===== src/sv/utf8d_pkg.sv =====
`default_nettype none
// ----------------------------------------------------------------------------
// utf8d_pkg
// Shared types and constants of the UTF-8 stream decoder.
// ----------------------------------------------------------------------------
package utf8d_pkg;

  localparam int CP_W          = 21;
  localparam int QUEUE_DEPTH   = 2;

  localparam logic [CP_W-1:0] MARK_CP = 21'h00003F;  // '?'

  // lead byte classes, matched against the top bits of the byte
  localparam logic [1:0] CONT_TAG  = 2'b10;
  localparam logic [2:0] LEAD2_TAG = 3'b110;
  localparam logic [3:0] LEAD3_TAG = 4'b1110;
  localparam logic [4:0] LEAD4_TAG = 5'b11110;

  typedef struct packed {
    logic [7:0] data_byte;
    logic       flush;
  } in_item_t;

  typedef struct packed {
    logic [CP_W-1:0] code_point;
    logic            replaced;
    logic            last_of_run;
  } out_item_t;

  // work for the back end: a run of '?' marks, then an optional final result
  typedef struct packed {
    logic [1:0]      marks;
    logic            has_tail;
    logic [CP_W-1:0] tail_cp;
    logic            tail_rep;
  } job_t;

endpackage
`default_nettype wire


===== src/sv/utf8d_front.sv =====
`default_nettype none
// ----------------------------------------------------------------------------
// utf8d_front
// Byte classifier and sequence tracker; turns each byte that causes a result into one job.
// ----------------------------------------------------------------------------
module utf8d_front (
  input  wire logic              clk,
  input  wire logic              rst_n,
  input  wire logic              in_valid,
  input  wire logic              in_stall,
  input  utf8d_pkg::in_item_t    in_data,
  output logic                   push,
  output utf8d_pkg::job_t        job
);

  logic                       pending_r, pending_nxt;
  logic [1:0]                 needed_r, needed_nxt;
  logic [1:0]                 held_r, held_nxt;
  logic [utf8d_pkg::CP_W-1:0] acc_r, acc_nxt;

  logic [7:0]                 b;
  logic [1:0]                 needed_dec;
  logic [utf8d_pkg::CP_W-1:0] acc_shift;
  logic                       accept;

  assign b          = in_data.data_byte;
  assign needed_dec = needed_r - 2'd1;
  assign acc_shift  = {acc_r[utf8d_pkg::CP_W-7:0], b[5:0]};
  assign accept     = in_valid && !in_stall;

  always_comb begin
    pending_nxt  = pending_r;
    needed_nxt   = needed_r;
    held_nxt     = held_r;
    acc_nxt      = acc_r;
    job.marks    = 2'd0;
    job.has_tail = 1'b0;
    job.tail_cp  = utf8d_pkg::MARK_CP;
    job.tail_rep = 1'b0;
    if (in_data.flush) begin
      job.marks   = pending_r ? held_r : 2'd0;
      pending_nxt = 1'b0;
      needed_nxt  = 2'd0;
      held_nxt    = 2'd0;
      acc_nxt     = '0;
    end else if (pending_r && (b[7:6] == utf8d_pkg::CONT_TAG)) begin
      if (needed_dec == 2'd0) begin
        job.has_tail = 1'b1;
        job.tail_cp  = acc_shift;
        pending_nxt  = 1'b0;
        needed_nxt   = 2'd0;
        held_nxt     = 2'd0;
        acc_nxt      = '0;
      end else begin
        needed_nxt = needed_dec;
        held_nxt   = held_r + 2'd1;
        acc_nxt    = acc_shift;
      end
    end else begin
      // broken sequence: held bytes become marks, byte handled afresh
      job.marks   = pending_r ? held_r : 2'd0;
      pending_nxt = 1'b0;
      needed_nxt  = 2'd0;
      held_nxt    = 2'd0;
      acc_nxt     = '0;
      if (!b[7]) begin
        job.has_tail = 1'b1;
        job.tail_cp  = {{(utf8d_pkg::CP_W-8){1'b0}}, b};
      end else if (b[7:5] == utf8d_pkg::LEAD2_TAG) begin
        pending_nxt = 1'b1;
        needed_nxt  = 2'd1;
        held_nxt    = 2'd1;
        acc_nxt     = {{(utf8d_pkg::CP_W-5){1'b0}}, b[4:0]};
      end else if (b[7:4] == utf8d_pkg::LEAD3_TAG) begin
        pending_nxt = 1'b1;
        needed_nxt  = 2'd2;
        held_nxt    = 2'd1;
        acc_nxt     = {{(utf8d_pkg::CP_W-4){1'b0}}, b[3:0]};
      end else if (b[7:3] == utf8d_pkg::LEAD4_TAG) begin
        pending_nxt = 1'b1;
        needed_nxt  = 2'd3;
        held_nxt    = 2'd1;
        acc_nxt     = {{(utf8d_pkg::CP_W-3){1'b0}}, b[2:0]};
      end else begin
        job.has_tail = 1'b1;
        job.tail_cp  = utf8d_pkg::MARK_CP;
        job.tail_rep = 1'b1;
      end
    end
  end

  // items that cause no result never enter the queue
  assign push = accept && ((job.marks != 2'd0) || job.has_tail);

  always_ff @(posedge clk) begin
    if (!rst_n) begin
      pending_r <= 1'b0;
      needed_r  <= 2'd0;
      held_r    <= 2'd0;
      acc_r     <= '0;
    end else if (accept) begin
      pending_r <= pending_nxt;
      needed_r  <= needed_nxt;
      held_r    <= held_nxt;
      acc_r     <= acc_nxt;
    end
  end

endmodule
`default_nettype wire


===== src/sv/utf8d_queue.sv =====
`default_nettype none
// ----------------------------------------------------------------------------
// utf8d_queue
// Small first-in first-out job queue between front and back end.
// ----------------------------------------------------------------------------
module utf8d_queue #(
  parameter int DEPTH = utf8d_pkg::QUEUE_DEPTH
) (
  input  wire logic            clk,
  input  wire logic            rst_n,
  input  wire logic            push,
  input  utf8d_pkg::job_t      push_data,
  input  wire logic            pop,
  output utf8d_pkg::job_t      head,
  output logic                 empty,
  output logic                 full
);

  localparam int PTR_W = (DEPTH > 1) ? $clog2(DEPTH) : 1;
  localparam int CNT_W = $clog2(DEPTH + 1);

  utf8d_pkg::job_t   mem_r [DEPTH];
  logic [PTR_W-1:0]  wr_ptr_r, wr_ptr_nxt;
  logic [PTR_W-1:0]  rd_ptr_r, rd_ptr_nxt;
  logic [CNT_W-1:0]  count_r, count_nxt;
  logic              do_push, do_pop;

  assign empty   = (count_r == '0);
  assign full    = (count_r == CNT_W'(DEPTH));
  assign do_push = push && !full;
  assign do_pop  = pop && !empty;
  assign head    = mem_r[rd_ptr_r];

  always_comb begin
    wr_ptr_nxt = wr_ptr_r;
    rd_ptr_nxt = rd_ptr_r;
    count_nxt  = count_r;
    if (do_push) begin
      wr_ptr_nxt = (wr_ptr_r == PTR_W'(DEPTH - 1)) ? '0 : wr_ptr_r + PTR_W'(1);
    end
    if (do_pop) begin
      rd_ptr_nxt = (rd_ptr_r == PTR_W'(DEPTH - 1)) ? '0 : rd_ptr_r + PTR_W'(1);
    end
    if (do_push && !do_pop) begin
      count_nxt = count_r + CNT_W'(1);
    end else if (do_pop && !do_push) begin
      count_nxt = count_r - CNT_W'(1);
    end
  end

  always_ff @(posedge clk) begin
    if (do_push) begin
      mem_r[wr_ptr_r] <= push_data;
    end
  end

  always_ff @(posedge clk) begin
    if (!rst_n) begin
      wr_ptr_r <= '0;
      rd_ptr_r <= '0;
      count_r  <= '0;
    end else begin
      wr_ptr_r <= wr_ptr_nxt;
      rd_ptr_r <= rd_ptr_nxt;
      count_r  <= count_nxt;
    end
  end

endmodule
`default_nettype wire


===== src/sv/utf8d_back.sv =====
`default_nettype none
// ----------------------------------------------------------------------------
// utf8d_back
// Expands queued jobs into result transactions, one per cycle while jobs wait and out_stall is low.
// ----------------------------------------------------------------------------
module utf8d_back (
  input  wire logic            clk,
  input  wire logic            rst_n,
  input  utf8d_pkg::job_t      head,
  input  wire logic            empty,
  output logic                 pop,
  output logic                 out_valid,
  input  wire logic            out_stall,
  output utf8d_pkg::out_item_t out_data
);

  logic                  out_valid_r, out_valid_nxt;
  utf8d_pkg::out_item_t  out_data_r, out_data_nxt;
  logic [1:0]            sent_r, sent_nxt;
  logic [1:0]            sent_inc;
  logic                  load;

  assign load     = (!out_valid_r || !out_stall) && !empty;
  assign sent_inc = sent_r + 2'd1;

  always_comb begin
    out_valid_nxt = out_valid_r;
    out_data_nxt  = out_data_r;
    sent_nxt      = sent_r;
    pop           = 1'b0;
    if (load) begin
      out_valid_nxt = 1'b1;
      if (sent_r < head.marks) begin
        out_data_nxt.code_point  = utf8d_pkg::MARK_CP;
        out_data_nxt.replaced    = 1'b1;
        out_data_nxt.last_of_run = (sent_inc == head.marks) && !head.has_tail;
        if ((sent_inc == head.marks) && !head.has_tail) begin
          pop      = 1'b1;
          sent_nxt = 2'd0;
        end else begin
          sent_nxt = sent_inc;
        end
      end else begin
        out_data_nxt.code_point  = head.tail_cp;
        out_data_nxt.replaced    = head.tail_rep;
        out_data_nxt.last_of_run = 1'b1;
        pop                      = 1'b1;
        sent_nxt                 = 2'd0;
      end
    end else if (!out_stall) begin
      out_valid_nxt = 1'b0;
    end
  end

  always_ff @(posedge clk) begin
    if (!rst_n) begin
      out_valid_r <= 1'b0;
      sent_r      <= 2'd0;
    end else begin
      out_valid_r <= out_valid_nxt;
      sent_r      <= sent_nxt;
    end
  end

  always_ff @(posedge clk) begin
    out_data_r <= out_data_nxt;
  end

  assign out_valid = out_valid_r;
  assign out_data  = out_data_r;

endmodule
`default_nettype wire


===== src/sv/utf8_stream_decoder_top.sv =====
`default_nettype none
// ----------------------------------------------------------------------------
// utf8_stream_decoder_top
// UTF-8 byte stream to code point decoder.
// ----------------------------------------------------------------------------
// One byte (or flush) transaction is taken per clock while in_stall is low. The
// front end tracks the open sequence and hands the work of each byte that causes
// a result to a job queue (QUEUE_DEPTH jobs); the registered back end emits one
// result per clock while jobs wait and out_stall is low. A broken sequence or
// flush can cause up to 4 results, and in_stall rises only once the queue is
// full. Results pass through the job queue and the back end's output register.
// Invalid or truncated bytes give '?' with replaced set, and last_of_run marks
// the final result of each input transaction.
// ----------------------------------------------------------------------------
module utf8_stream_decoder_top #(
  parameter int QUEUE_DEPTH = utf8d_pkg::QUEUE_DEPTH
) (
  input  wire logic            clk,
  input  wire logic            rst_n,
  input  wire logic            in_valid,
  output logic                 in_stall,
  input  utf8d_pkg::in_item_t  in_data,
  output logic                 out_valid,
  input  wire logic            out_stall,
  output utf8d_pkg::out_item_t out_data
);

  utf8d_pkg::job_t push_job;
  utf8d_pkg::job_t head_job;
  logic            push;
  logic            pop;
  logic            q_empty;
  logic            q_full;

  assign in_stall = q_full;

  utf8d_front u_front (
    .clk      (clk),
    .rst_n    (rst_n),
    .in_valid (in_valid),
    .in_stall (in_stall),
    .in_data  (in_data),
    .push     (push),
    .job      (push_job)
  );

  utf8d_queue #(
    .DEPTH (QUEUE_DEPTH)
  ) u_queue (
    .clk       (clk),
    .rst_n     (rst_n),
    .push      (push),
    .push_data (push_job),
    .pop       (pop),
    .head      (head_job),
    .empty     (q_empty),
    .full      (q_full)
  );

  utf8d_back u_back (
    .clk       (clk),
    .rst_n     (rst_n),
    .head      (head_job),
    .empty     (q_empty),
    .pop       (pop),
    .out_valid (out_valid),
    .out_stall (out_stall),
    .out_data  (out_data)
  );

endmodule
`default_nettype wire


===== config.mk =====
export PLATFORM = sky130hd
export DESIGN_NAME = utf8_stream_decoder_top
export DESIGN_NICKNAME = d
export VERILOG_FILES = /design/src/sv/utf8d_pkg.sv /design/src/sv/utf8d_front.sv /design/src/sv/utf8d_queue.sv /design/src/sv/utf8d_back.sv /design/src/sv/utf8_stream_decoder_top.sv
export SDC_FILE = /design/constraint.sdc
export NUM_CORES = 1
export LEC_CHECK = 0
export BUFFER_PORTS_ARGS = -buffer_cell sky130_fd_sc_hd__buf_2
export CAP_MARGIN = 10
export CELL_PAD_IN_SITES_DETAIL_PLACEMENT = 1
export CELL_PAD_IN_SITES_GLOBAL_PLACEMENT = 1
export CORE_MARGIN = 2
export CORE_UTILIZATION = 30
export CTS_BUF_LIST = sky130_fd_sc_hd__clkbuf_8
export CTS_CLUSTER_SIZE = 28
export DETAILED_ROUTE_END_ITERATION = 8
export PLACE_DENSITY_LB_ADDON = 0.2
export RECOVER_POWER = 100
export SLEW_MARGIN = 0
export SYNTH_ARGS = -nofsm -noshare
export SYNTH_HDL_FRONTEND = slang
export SYNTH_SLANG_ARGS = --single-unit

===== constraint.sdc =====
create_clock -name clk -period 2.65 [get_ports clk]
set_clock_uncertainty 0.2 [all_clocks]
set_input_delay 0.1325 -clock clk [delete_from_list [all_inputs] [get_ports clk]]
set_output_delay 0.1325 -clock clk [all_outputs]
set_load 0.1 [all_outputs]

* Word level (Yosys, flattened, before mapping)
Memory sizes are Yosys's and may differ from the RTL's. A register that Yosys moved wholly into a read port is not among the register bits.
Index checks and enable logic that the tools add are counted.
** Storage, ports and cells
- Register bits after elaboration :: 50
- Memory bits (writable) :: 50
- Bits of input ports :: 13
- Output and inout bits :: 25
- Word-level logic and storage cells :: 107
- Memories :: 1
** Memory list
- u_queue.mem_r :: depth 2, width 25, read ports 1, clocked after memory_dff 1, wr ports 1, line utf8d_queue.sv:22 : utf8d_pkg::job_t mem_r [DEPTH];
** Cells by class
- Add/sub/neg operators :: 7
- Order comparisons :: 1
- Equal/unequal tests :: 8
- Multiplexer cells :: 55
- Reductions and logical operators :: 23
** Operator list (number)
- $mux 23 :: 4
- $mux 15 :: 5
- $mux 22 :: 3
- $mux 2 :: 20
- $mux 1 :: 21
- $logic_and 1x1->1 :: 9
- $logic_not 1->1 :: 7
- $add 2x1->2 const B :: 3
- $eq 5x5->1 const B :: 1
- $eq 2x2->1 const B :: 2
- $eq 4x4->1 const B :: 1
- $logic_not 2->1 :: 2
- $mux 4 :: 1
- $reduce_bool 2->1 :: 2
- $sub 2x1->2 const B :: 2
- $eq 3x3->1 const B :: 1
- $mux 3 :: 1
- $ne 3x3->1 const B :: 1
- $add 1x1->1 const B :: 2
- $eq 2x2->1 :: 1
- $logic_or 1x1->1 :: 2
- $lt 2x2->1 :: 1
- $ne 2x1->1 const B :: 1
- $reduce_and 2->1 :: 1

* Depth between registers and ports, before layout
Gate-level depths: netlist (run 1).
- Depth in word-level cells :: 14
- Gate-level depth with buffers :: 11
- Depth with buffers taken out :: 10

* Modules after synthesis
A second synthesis (run 1) with hierarchy kept.
** Second synthesis, totals
- Cell total of the unflattened synthesis :: 322
- Area, all modules :: 4267.8 µm²
** By module, submodules not included
- utf8d_queue :: instances 1, cells each 103, area each 2037.0 µm², seq. area each 1601.5 µm²
- utf8d_front :: instances 1, cells each 144, area each 1127.3 µm², seq. area each 400.4 µm²
- utf8d_back :: instances 1, cells each 75, area each 1103.6 µm², seq. area each 750.7 µm²

* Least setup slack after synthesis (run 1)
No wires, ideal clock.
- Kind :: flip-flop to flip-flop
- From :: register u_queue.count_r[0]
- To :: memory u_queue.mem_r[0][0] (netlist name) (enable)
- Setup time :: 0.410 ns
- Arrival :: 2.263 ns
- Data required time :: 2.040 ns
- Path slack :: -0.223 ns
- Cell stages (with the launch flop) :: 6
- Path buffers :: 1
- Clock period less this slack :: 2.873 ns
- Path through :: dfxtp_1 nand2b_1 nand2_1 clkbuf_1 a21oi_1 nor2b_1
** On the way
- Word-level cells in the longest chain between the ends :: 7
** Ends and longest elaborated chain
- start: declaration :: line utf8d_queue.sv:25 : logic [CNT_W-1:0] count_r, count_nxt;
- start signal: assignment :: line utf8d_queue.sv:65 : count_r <= count_nxt;
- $eq 2x2->1 (*) :: line utf8d_queue.sv:29 : assign full = (count_r == CNT_W'(DEPTH));
- $logic_not 1->1 (*) :: line utf8d_front.sv:29, utf8d_queue.sv:30
- $logic_and 1x1->1 :: line utf8d_front.sv:29 : assign accept = in_valid && !in_stall;
- $logic_and 1x1->1 :: line utf8d_front.sv:93 : assign push = accept && ((job.marks != 2'd0) || job.has_tail);
- $logic_and 1x1->1 (*) :: line utf8d_queue.sv:30 : assign do_push = push && !full;
- named net u_queue.do_push :: line utf8d_queue.sv:26 : logic do_push, do_pop;
- $mux 1 (*) :: line utf8d_queue.sv:52 : if (do_push) begin
- $mux 1 (implied by the code) (*) :: line utf8d_queue.sv:53 : mem_r[wr_ptr_r] <= push_data;
- end: declaration :: line utf8d_queue.sv:22
The timed path passes the listed nets; every way through them passes the cells marked *.

==> impl_results.md, run 1 <==
* Status: finished, final reports clean
* Number of antenna violations at the first check in global routing at 0
* Clock Path Buffers at 2
* Final Critical Period at 2490 ps
* Peak supply drop at 0.000295 V
* Vias in the first global route at 2767
* Mux share of post-synthesis cell area at 6.07%
* Die Wd at 122 µm
* Hold path endpoint: u_front.acc_r[3]
* Final instance area at 4860 µm²
* I/O Pins at 38
* Nets at 402
* Core area at 13800 µm²
* Htree depth at 3
* Asr flop ratio synth at 0%
* Max_slew headroom at 21.7%
* Syn avg cell area at 12.6 µm²
* Detailed Routing Iterations Pass 1 at 4
* Port Buffer Count at 37
* Seq/Total Area, Yosys at 65.8%
* CTS tree: done
* Ys Warns at 0
* Hold Path Stages at 2
* DP HPWL at 5940 µm
* Simple-gate share of the synthesized area at 15.4%
* Core Rows at 43
* CTS root buffer: clkbuf_8
* XOR/XNOR Fraction of Synth Area at 1.05%
* RR Endpoint: u_queue.count_r[1]
* Seq cells post-synth at 101
* Placement Cell Area at 4640 µm²
* First-pass GRT wire length at 14600 µm
* Largest fanout on the critical path at 2
* Fin. Hold Viols at 0
* Grt ovf at 0
* Standby leakage power at 1.66 nW
* R2R Setup Slk at 160 ps
* Mean routed wirelength per cell at 15.5 µm
* Hold Path Origin: rst_n
* Vias at 2670
* Initial Utilization at 30.4%
* Compound-Gate Fraction of Synth Area at 8.10%
* Multi-input logic area at 1330 µm²
* TritonCTS Buffers at 9
* FF/Latch Area at 2750 µm²
* Syn Inst Count at 332
* Total Neg Setup Slack at 0 ps
* Final-report setup violation count at 0
* Worst Max-Slew Pin Slew at 1180 ps
* Max-cap violations at 0
* CP startpoint kind: flop
* Final period util at 94.1%
* Insertion delay to the later sink of the worst-skew pair at 350 ps
* Fraction of layout cells with a size suffix above 1 at 10.8%
* Data arrival, critical path at 2580 ps
* Post-DRT Antenna Nets at 0
* Power per cell area at 1110 nW/µm²
* Clock sinks at 101
* Largest family of logic cells by synthesized area: simple AND/OR/NAND/NOR gates
* Full die area at 14900 µm²
* DRC Markers at 0
* Die height at 122 µm
* WP data required at 2740 ps
* Synth Net Count at 349
* Post-Synth Adder-Cell Area at 1.20%
* Area delta synth->final at 16.1%
* All-layer global routing usage at 13.0%
* Syn Std Cell Area at 4180 µm²
* Final RePlAce weighted congestion at 0.756
* Largest net degree at the start of global routing at 26
* Drt total wl at 8810 µm
* R2R cell count at 8
* Post-synth EDFFs at 73
* F_max at 0.401 GHz
* CP Capture Type: flop
* Via-to-Cell Ratio at 4.69
* Final slew viol count at 0
* Starting DRT DRC Count at 122
* Clock-pin slew on the worst setup and hold paths at 90 ps
* Distinct cells, synth at 49
* CP Class: flop to flop
* Min-Delay Path Class: input port to flop
* Post-synth top flop: edfxtp_1
* Filler instances at 1540
* RSZ-0062 raised after global routing: false
* Antenna Cells at 0
Yosys cell counts (4+ instances only):
cell type  count  share of area, %
and3_1        19               2.8
dfxtp_1       28                13
nand2b_1       7               1.0
nor2b_1        8               1.2
mux2i_1       22               5.3
nand2_1       44               3.9
nand3_1        4              0.48
nand4_1        5              0.75
edfxtp_1      73                52
ha_1           4               1.2
buf_2          6              0.72
o21ai_1        4              0.48
nor2_1        24               2.2
clkbuf_1      10              0.90
a32o_1         5               1.2
a21oi_1       15               1.8
and2_1         4              0.60
inv_1          4              0.36
a21boi_1       5              0.90
final cells by class:
cell class	count	area share [%]
Clock buffer	9	2.55
Clock inverter	6	1.34
Inverter	5	0.386
Multi-Input combinational cell	208	27.5
Sequential cell	101	56.7
Tap cell	180	4.64
Timing Repair Buffer	60	6.93
layer usage:
| layer | GRT usage (%) | vias to the layer above | routed length, µm |
|---|---|---|---|
| li1 | - | 1325 | - |
| met1 | 17.7 | 1305 | 4370 |
| met2 | 20.4 | 33 | 4070 |
| met3 | 3.18 | 7 | 268 |
| met4 | 3.95 | 0 | 97 |
| met5 | 0 | - | 0 |
cell usage in the layout (no fill, tap or decap), drive strengths merged, types with 2 or more instances in the layout:
master | Yosys | final
xor2 | 3 | 3
o21ai | 6 | 6
nand3 | 4 | 4
o2111ai | 2 | 2
nand4 | 5 | 5
clkbuf | 10 | 41
a21oi | 15 | 15
inv | 5 | 5
mux2i | 23 | 23
ha | 4 | 4
a21boi | 7 | 7
dfxtp | 28 | 28
nand2 | 44 | 44
o21a | 2 | 2
nor2 | 24 | 24
nor2b | 8 | 8
and3 | 19 | 19
xnor2 | 2 | 2
a32o | 5 | 5
o311ai | 2 | 2
and2 | 4 | 4
a311o | 2 | 2
buf | 8 | 18
edfxtp | 73 | 73
clkinv | 0 | 4
dlygate4sd3 | 0 | 10
nand2b | 7 | 7
or3 | 2 | 2
registers in the layout, summed over array words and instances, names as in the netlist, named ones only:
register	flops
u_front.held_r	2
u_queue.wr_ptr_r	1
u_front.needed_r	2
u_front.pending_r	1
u_queue.mem_r	50
u_back.out_data	23
u_front.acc_r	15
u_back.out_valid	1
u_queue.count_r	2
u_queue.rd_ptr_r	1
u_back.sent_r	2
report_power, final:
| part | internal (W) | total (W) | switching (W) |
|---|---|---|---|
| Combinational | 0.000357 | 0.00227 | 0.00191 |
| Sequential | 0.00205 | 0.00215 | 0.000102 |
| Clock | 0.000432 | 0.000959 | 0.000527 |
how the worst max path moves through the flow:
stage | cells after the start | slack (ps) | to
4_1_cts | 9 | 30 | u_queue.count_r[1]
2_1_floorplan | 9 | 10 | u_queue.count_r[1]
3_3_place_gp | 9 | 140 | u_queue.count_r[1]
6_report | 8 | 160 | u_queue.count_r[1]
5_1_grt | 8 | 20 | u_queue.count_r[1]
3_5_place_dp | 9 | 50 | u_queue.count_r[1]
worst max-delay path, cell delays in order (launching register included):
cell and delay, ps:
dfxtp_1 340, mux2_2 330, ha_1 280, a211o_1 250, o21ai_2 130, nand2_1 70
ha_1 300, or3_1 380, a21boi_1 150
what timing repair did:
action                                  CTS  global route
setup buffers                             0             0
hold endpoints to repair                 20             0
resized for setup                         0             3
endpoints found under the setup margin    0             2
hold buffers                             10             0
cell families (layout without fill, tap and decap cells):
logic type	count (synthesis)	in the layout
flops	101	101
fa+ha+maj	4	4
compound gates	48	48
buf+inv	23	80
xor+xnor	5	5
mux	24	24
simple gates	127	127
per-stage QoR:
stage	hold WS [ps]	utilization (%)	setup slack, ps	total power (W)	cells
final	37.1	35.3	157	0.00538	569
after CTS	24.8	35.8	26.8	0.00554	569
after global routing	23.6	35.3	24.0	0.00567	569
after detailed placement	186	33.7	49.8	0.00457	544
after floorplan	58.3	-	12.4	0.00404	332
after global placement	184	33.7	139	0.00452	544
Power figures use the tool's default switching activity.
==> run 2: changes to the inputs <==
- PLACE_DENSITY_LB_ADDON: 0.2 -> 0.1
==> impl_results.md, run 2 (synthesized netlist as in run 1, its figures left out) <==
* Fraction of layout cells with a size suffix above 1 at 11.2% (was 10.8%)
* Cell total after placement at 545 (was 544)
* Vias at 2694 (was 2670)
* Worst path depth at 9 (was 8)
* CTS tree: done (unchanged)
* DP Worst Slack at 50.0 ps (was 49.8 ps)
* DP HPWL at 6170 µm (was 5940 µm)
* Antenna Cells at 0 (unchanged)
* CP Class: input port to flop (was flop to flop)
* Mean routed wirelength per cell at 16.1 µm (was 15.5 µm)
* Core Rows at 43 (unchanged)
* Htree depth at 3 (unchanged)
* Detailed Routing Iterations Pass 1 at 4 (unchanged)
* Overall Power at 0.00530 W (was 0.00538 W)
* Die height at 122 µm (unchanged)
* Max_slew headroom at 22.1% (was 21.7%)
* Largest net degree at the start of global routing at 26 (unchanged)
* Worst path cell trace: dlygate4sd3_1 > clkbuf_1 > or3b_1 > a22oi_2 > a21oi_1 > ha_4 > xor2_1 > or3_1 > a21boi_1 (was mux2_2 > ha_1 > a211o_1 > o21ai_2 > nand2_1 > ha_1 > or3_1 > a21boi_1)
* TritonCTS Buffers at 9 (unchanged)
* Drt total wl at 9220 µm (was 8810 µm)
* Grt ovf at 0 (unchanged)
* Biggest register: u_queue.mem_r (unchanged)
* R2R cell count at 9 (was 8)
* I/O Pins at 38 (unchanged)
* Port Buffer Count at 37 (unchanged)
* Via-to-Cell Ratio at 4.69 (about the same)
* Min-Delay Path Class: input port to flop (unchanged)
* CP max stage cell: dlygate4sd3_1 (was or3_1)
* Clock Path Buffers at 2 (unchanged)
* Post-DRT Antenna Nets at 0 (unchanged)
* Most common cell after layout, fill and taps aside: edfxtp_1 (unchanged)
* Final instance area at 4900 µm² (was 4860 µm²)
* Most frequent cells in the layout: 73 x edfxtp_1, 44 x nand2_1, 27 x clkbuf_1, 27 x dfxtp_1, 24 x nor2_1 (was 73 x edfxtp_1, 44 x nand2_1, 28 x dfxtp_1, 28 x clkbuf_1, 24 x nor2_1)
* Fin. Hold Viols at 0 (unchanged)
* Final Critical Period at 2550 ps (was 2490 ps)
* CP Capture Type: flop (unchanged)
* Starting DRT DRC Count at 152 (was 122)
* WL met3 at 283 µm (was 268 µm)
* Max-cap violations at 0 (unchanged)
* Largest register FFs at 50 (unchanged)
* All-layer global routing usage at 13.5% (was 13.0%)
* CTS root buffer: clkbuf_8 (unchanged)
* WP data required at 2750 ps (was 2740 ps)
* Largest delay share family, worst path: simple AND/OR/NAND/NOR gates (was adder cells)
* Placement Cell Area at 4640 µm² (about the same)
* Initial Utilization at 30.4% (unchanged)
* Status: finished, final reports clean (unchanged)
* Insertion delay to the later sink of the worst-skew pair at 370 ps (was 350 ps)
* WL met2 at 4050 µm (was 4070 µm)
* Full die area at 14900 µm² (unchanged)
* Core area at 13800 µm² (unchanged)
* DRC Markers at 0 (unchanged)
* M1 wire length at 4730 µm (was 4370 µm)
* Final-report setup violation count at 0 (unchanged)
* F_max at 0.392 GHz (was 0.401 GHz)
* Clock-pin slew on the worst setup and hold paths at 90 ps (about the same)
* Final slew viol count at 0 (unchanged)
* Die Wd at 122 µm (unchanged)
* Final period util at 96.2% (was 94.1%)
* Clock sinks at 101 (unchanged)
* Vias in the first global route at 2740 (was 2767)
* Worst Max-Slew Pin Slew at 1170 ps (was 1180 ps)
* Fin cells at 574 (was 569)
* Worst Path Buf+Inv at 2 (was 0)
* Largest fanout on the critical path at 11 (was 2)
* Final RePlAce weighted congestion at 0.749 (was 0.756)
* Data arrival, critical path at 2650 ps (was 2580 ps)
* Area delta synth->final at 17.1% (was 16.1%)
* Filler instances at 1538 (was 1540)
* Setup WS post-layout at 100 ps (was 157 ps)
* Final Core Density at 35.6% (was 35.3%)
* CP startpoint kind: input port (was flop)
* First-pass GRT wire length at 15100 µm (was 14600 µm)
* Hold Path Stages at 2 (unchanged)
* Standby leakage power at 1.68 nW (was 1.66 nW)
* Power per cell area at 1080 nW/µm² (was 1110 nW/µm²)
* Number of antenna violations at the first check in global routing at 0 (unchanged)
* Worst stage delay on the critical path at 530 ps (was 380 ps)
* DR top layer: met4 (unchanged)
* Nets at 406 (was 402)
* Peak supply drop at 0.000304 V (was 0.000295 V)
==> run 2: cell types whose count changed in the layout (fill, tap and decap cells not counted), sizes merged <==
cell,previous run,this run
dlygate4sd3,10,12
buf,18,21
bufinv,1,0
inv,5,7
clkbuf,41,40
==> run 2: through the flow <==
step	hold WS, ps	TNS (ps)
after floorplan	58.3	0
after global placement	190	0
after detailed placement	181	0
after CTS	20.3	0
after global routing	30.5	-6.88
final	16.9	0
==> run 2: repair_timing <==
item / 4_1_cts / 5_1_grt
hold endpoints to repair: 19 / 0
buffers inserted: 0 / 1
endpoints found under the setup margin: 0 / 2
hold buffers: 12 / 0
gates resized for setup: 0 / 4
==> run 2: area by class of cell <==
| type | count | area [µm²] | area share, % |
|---|---|---|---|
| sequential | 101 | 2750 | 56.2 |
| clock buffer | 9 | 124 | 2.53 |
| multi-input combinational | 208 | 1350 | 27.5 |
| inverter | 5 | 18.8 | 0.383 |
| clock inverter | 7 | 35.0 | 0.715 |
| timing repair buffer | 64 | 397 | 8.09 |
| tap | 180 | 225 | 4.60 |
==> run 2: per-layer routing <==
metal  global-route usage, %  up-vias
li1                        -     1325
met1                    19.1     1319
met2                    20.1       37
met3                    3.28       13
met4                    4.74        0
met5                       0        -
==> run 2: path summary, 6_finish.rpt <==
| kind | from | end | slack, ps |
|---|---|---|---|
| worst min register to register | u_front.acc_r[13] | u_front.acc_r[13] | 260 |
| worst min-delay path | rst_n | u_back.sent_r[0] | 20 |
| worst max register to register | flop | u_queue.count_r[1] | 120 |
| worst max-delay path | in_data[0] | u_queue.count_r[1] | 100 |
==> run 2: power breakdown <==
part           leakage, nW  internal (W)  switching [W]  total [W]
Clock               0.0843      0.000327       0.000511   0.000838
Combinational        0.700      0.000387        0.00193    0.00232
Sequential           0.900       0.00205       0.000104    0.00215
==> run 2: worst register-to-register path, cell delays in order, from the launching register on <==
cell	delay [ps]
dfxtp_2	360
mux2_2	340
ha_1	280
a211o_1	260
o21ai_2	160
nand2_1	110
ha_4	170
xor2_1	140
or3_1	320
a21boi_1	140
==> run 3: changes to the inputs <==
- RECOVER_POWER: 100 -> 50
==> impl_results.md, run 3 (synthesized netlist as in run 1, its figures left out) <==
* Status: finished, final reports clean (unchanged)
* Detailed Routing Iterations Pass 1 at 4 (unchanged)
* Cell total after placement at 545 (unchanged)
* Insertion delay to the later sink of the worst-skew pair at 370 ps (about the same)
* CP Capture Type: flop (unchanged)
* Worst Max-Slew Pin Slew at 1170 ps (unchanged)
* Htree depth at 3 (unchanged)
* Min-Delay Path Class: input port to flop (unchanged)
* Biggest register: u_queue.mem_r (unchanged)
* Standby leakage power at 1.70 nW (was 1.68 nW)
* I/O Pins at 38 (unchanged)
* Fraction of layout cells with a size suffix above 1 at 11.9% (was 11.2%)
* CP startpoint kind: input port (unchanged)
* F_max at 0.395 GHz (was 0.392 GHz)
* Final-report setup violation count at 0 (unchanged)
* Worst path cell trace: dlygate4sd3_1 > clkbuf_1 > or3b_1 > a22oi_2 > a21oi_1 > ha_4 > xor2_1 > or3_1 > a21boi_1 (unchanged)
* Vias in the first global route at 2740 (unchanged)
* Placement Cell Area at 4640 µm² (unchanged)
* Fin. Hold Viols at 0 (unchanged)
* CTS root buffer: clkbuf_8 (unchanged)
* Mean routed wirelength per cell at 16.1 µm (about the same)
* Max-cap violations at 0 (unchanged)
* Max_slew headroom at 22.1% (unchanged)
* Antenna Cells at 0 (unchanged)
* Number of antenna violations at the first check in global routing at 0 (unchanged)
* R2R cell count at 9 (unchanged)
* Peak supply drop at 0.000304 V (unchanged)
* Starting DRT DRC Count at 152 (unchanged)
* Filler instances at 1537 (was 1538)
* Largest fanout on the critical path at 11 (unchanged)
* Area delta synth->final at 17.3% (was 17.1%)
* Final instance area at 4910 µm² (was 4900 µm²)
* Final Critical Period at 2530 ps (was 2550 ps)
* Drt total wl at 9220 µm (about the same)
* Post-DRT Antenna Nets at 0 (unchanged)
* Data arrival, critical path at 2640 ps (was 2650 ps)
* All-layer global routing usage at 13.5% (unchanged)
* DRC Markers at 0 (unchanged)
* Initial Utilization at 30.4% (unchanged)
* Nets at 406 (unchanged)
* Clock sinks at 101 (unchanged)
* Core Rows at 43 (unchanged)
* Most frequent cells in the layout: 73 x edfxtp_1, 44 x nand2_1, 27 x dfxtp_1, 26 x clkbuf_1, 24 x nor2_1 (was 73 x edfxtp_1, 44 x nand2_1, 27 x clkbuf_1, 27 x dfxtp_1, 24 x nor2_1)
* CTS tree: done (unchanged)
* Most common cell after layout, fill and taps aside: edfxtp_1 (unchanged)
* Final RePlAce weighted congestion at 0.749 (unchanged)
* First-pass GRT wire length at 15100 µm (unchanged)
* Largest net degree at the start of global routing at 26 (unchanged)
* Die height at 122 µm (unchanged)
* Clock Path Buffers at 2 (unchanged)
* WP data required at 2750 ps (about the same)
* Largest register FFs at 50 (unchanged)
* WHS at 22.6 ps (was 16.9 ps)
* TritonCTS Buffers at 9 (unchanged)
* Port Buffer Count at 37 (unchanged)
* Final Core Density at 35.6% (about the same)
* Grt ovf at 0 (unchanged)
* Fin cells at 574 (unchanged)
* Die Wd at 122 µm (unchanged)
* Overall Power at 0.00533 W (was 0.00530 W)
* Vias at 2698 (was 2694)
* Full die area at 14900 µm² (unchanged)
* Final slew viol count at 0 (unchanged)
* CP max stage cell: dlygate4sd3_1 (unchanged)
* Hold Path Stages at 2 (unchanged)
* CP Class: input port to flop (unchanged)
* Core area at 13800 µm² (unchanged)
* DP HPWL at 6170 µm (unchanged)
* Worst stage delay on the critical path at 530 ps (about the same)
* Via-to-Cell Ratio at 4.70 (was 4.69)
* Clock-pin slew on the worst setup and hold paths at 90 ps (about the same)
* Power per cell area at 1090 nW/µm² (was 1080 nW/µm²)
* Final period util at 95.5% (was 96.2%)
## run 3: changes by cell type in the layout (fill, tap and decap cells not counted), moves of 4 or more
cell      change
and2_1        +4
and2_0        -4
a21boi_1      +4
a21boi_0      -4
## run 3: metal layers
metal  routed length (µm)  global-route usage [%]
met3                  288                    3.28
met5                    0                       0
met1                 4720                    19.1
met4                  154                    4.74
met2                 4060                    20.1
## run 3: layout make-up
| type | instances | area (µm²) | area share (%) |
|---|---|---|---|
| multi-input combinational | 208 | 1350 | 27.5 |
| clock buffer | 9 | 124 | 2.52 |
| sequential | 101 | 2750 | 56.1 |
| tap | 180 | 225 | 4.59 |
| inverter | 5 | 18.8 | 0.382 |
| timing repair buffer | 64 | 403 | 8.21 |
| clock inverter | 7 | 35.0 | 0.714 |
## run 3: power breakdown
part	leakage [nW]	switching (W)	internal, W
Combinational	0.716	0.00193	0.000403
Clock	0.0843	0.000513	0.000327
Sequential	0.900	0.000105	0.00205
Total	1.70	0.00255	0.00278
## run 3: stage by stage
| stage | worst slack (ps) | setup TNS, ps |
|---|---|---|
| after floorplan | 12.4 | 0 |
| after global placement | 139 | 0 |
| after detailed placement | 50.0 | 0 |
| after CTS | 21.0 | 0 |
| after global routing | -7.02 | -7.02 |
| final | 118 | 0 |
## run 3: path summary, 6_finish.rpt
check | startpoint | to | slack, ps
max reg2reg | flop | u_queue.count_r[1] | 120
min | rst_n | u_back.out_valid | 20
min reg2reg | u_front.acc_r[13] | u_front.acc_r[13] | 260
max | in_data[0] | u_queue.count_r[1] | 120
## run 3: timing repair
item | CTS | global route
resized for setup | 0 | 4
hold endpoints to repair | 19 | 0
setup endpoints to repair | 0 | 2
buffers inserted | 0 | 1
hold buffers | 12 | 0
## run 3: worst max-delay path, delay by kind of cell
| family | cells | cell delay [ps] |
|---|---|---|
| buffers and inverters | 2 | 770 |
| XOR/XNOR | 1 | 140 |
| adder cells (fa/ha/maj) | 1 | 200 |
| AND/OR/NAND/NOR | 2 | 810 |
| AO/OA/AOI/OAI | 3 | 590 |
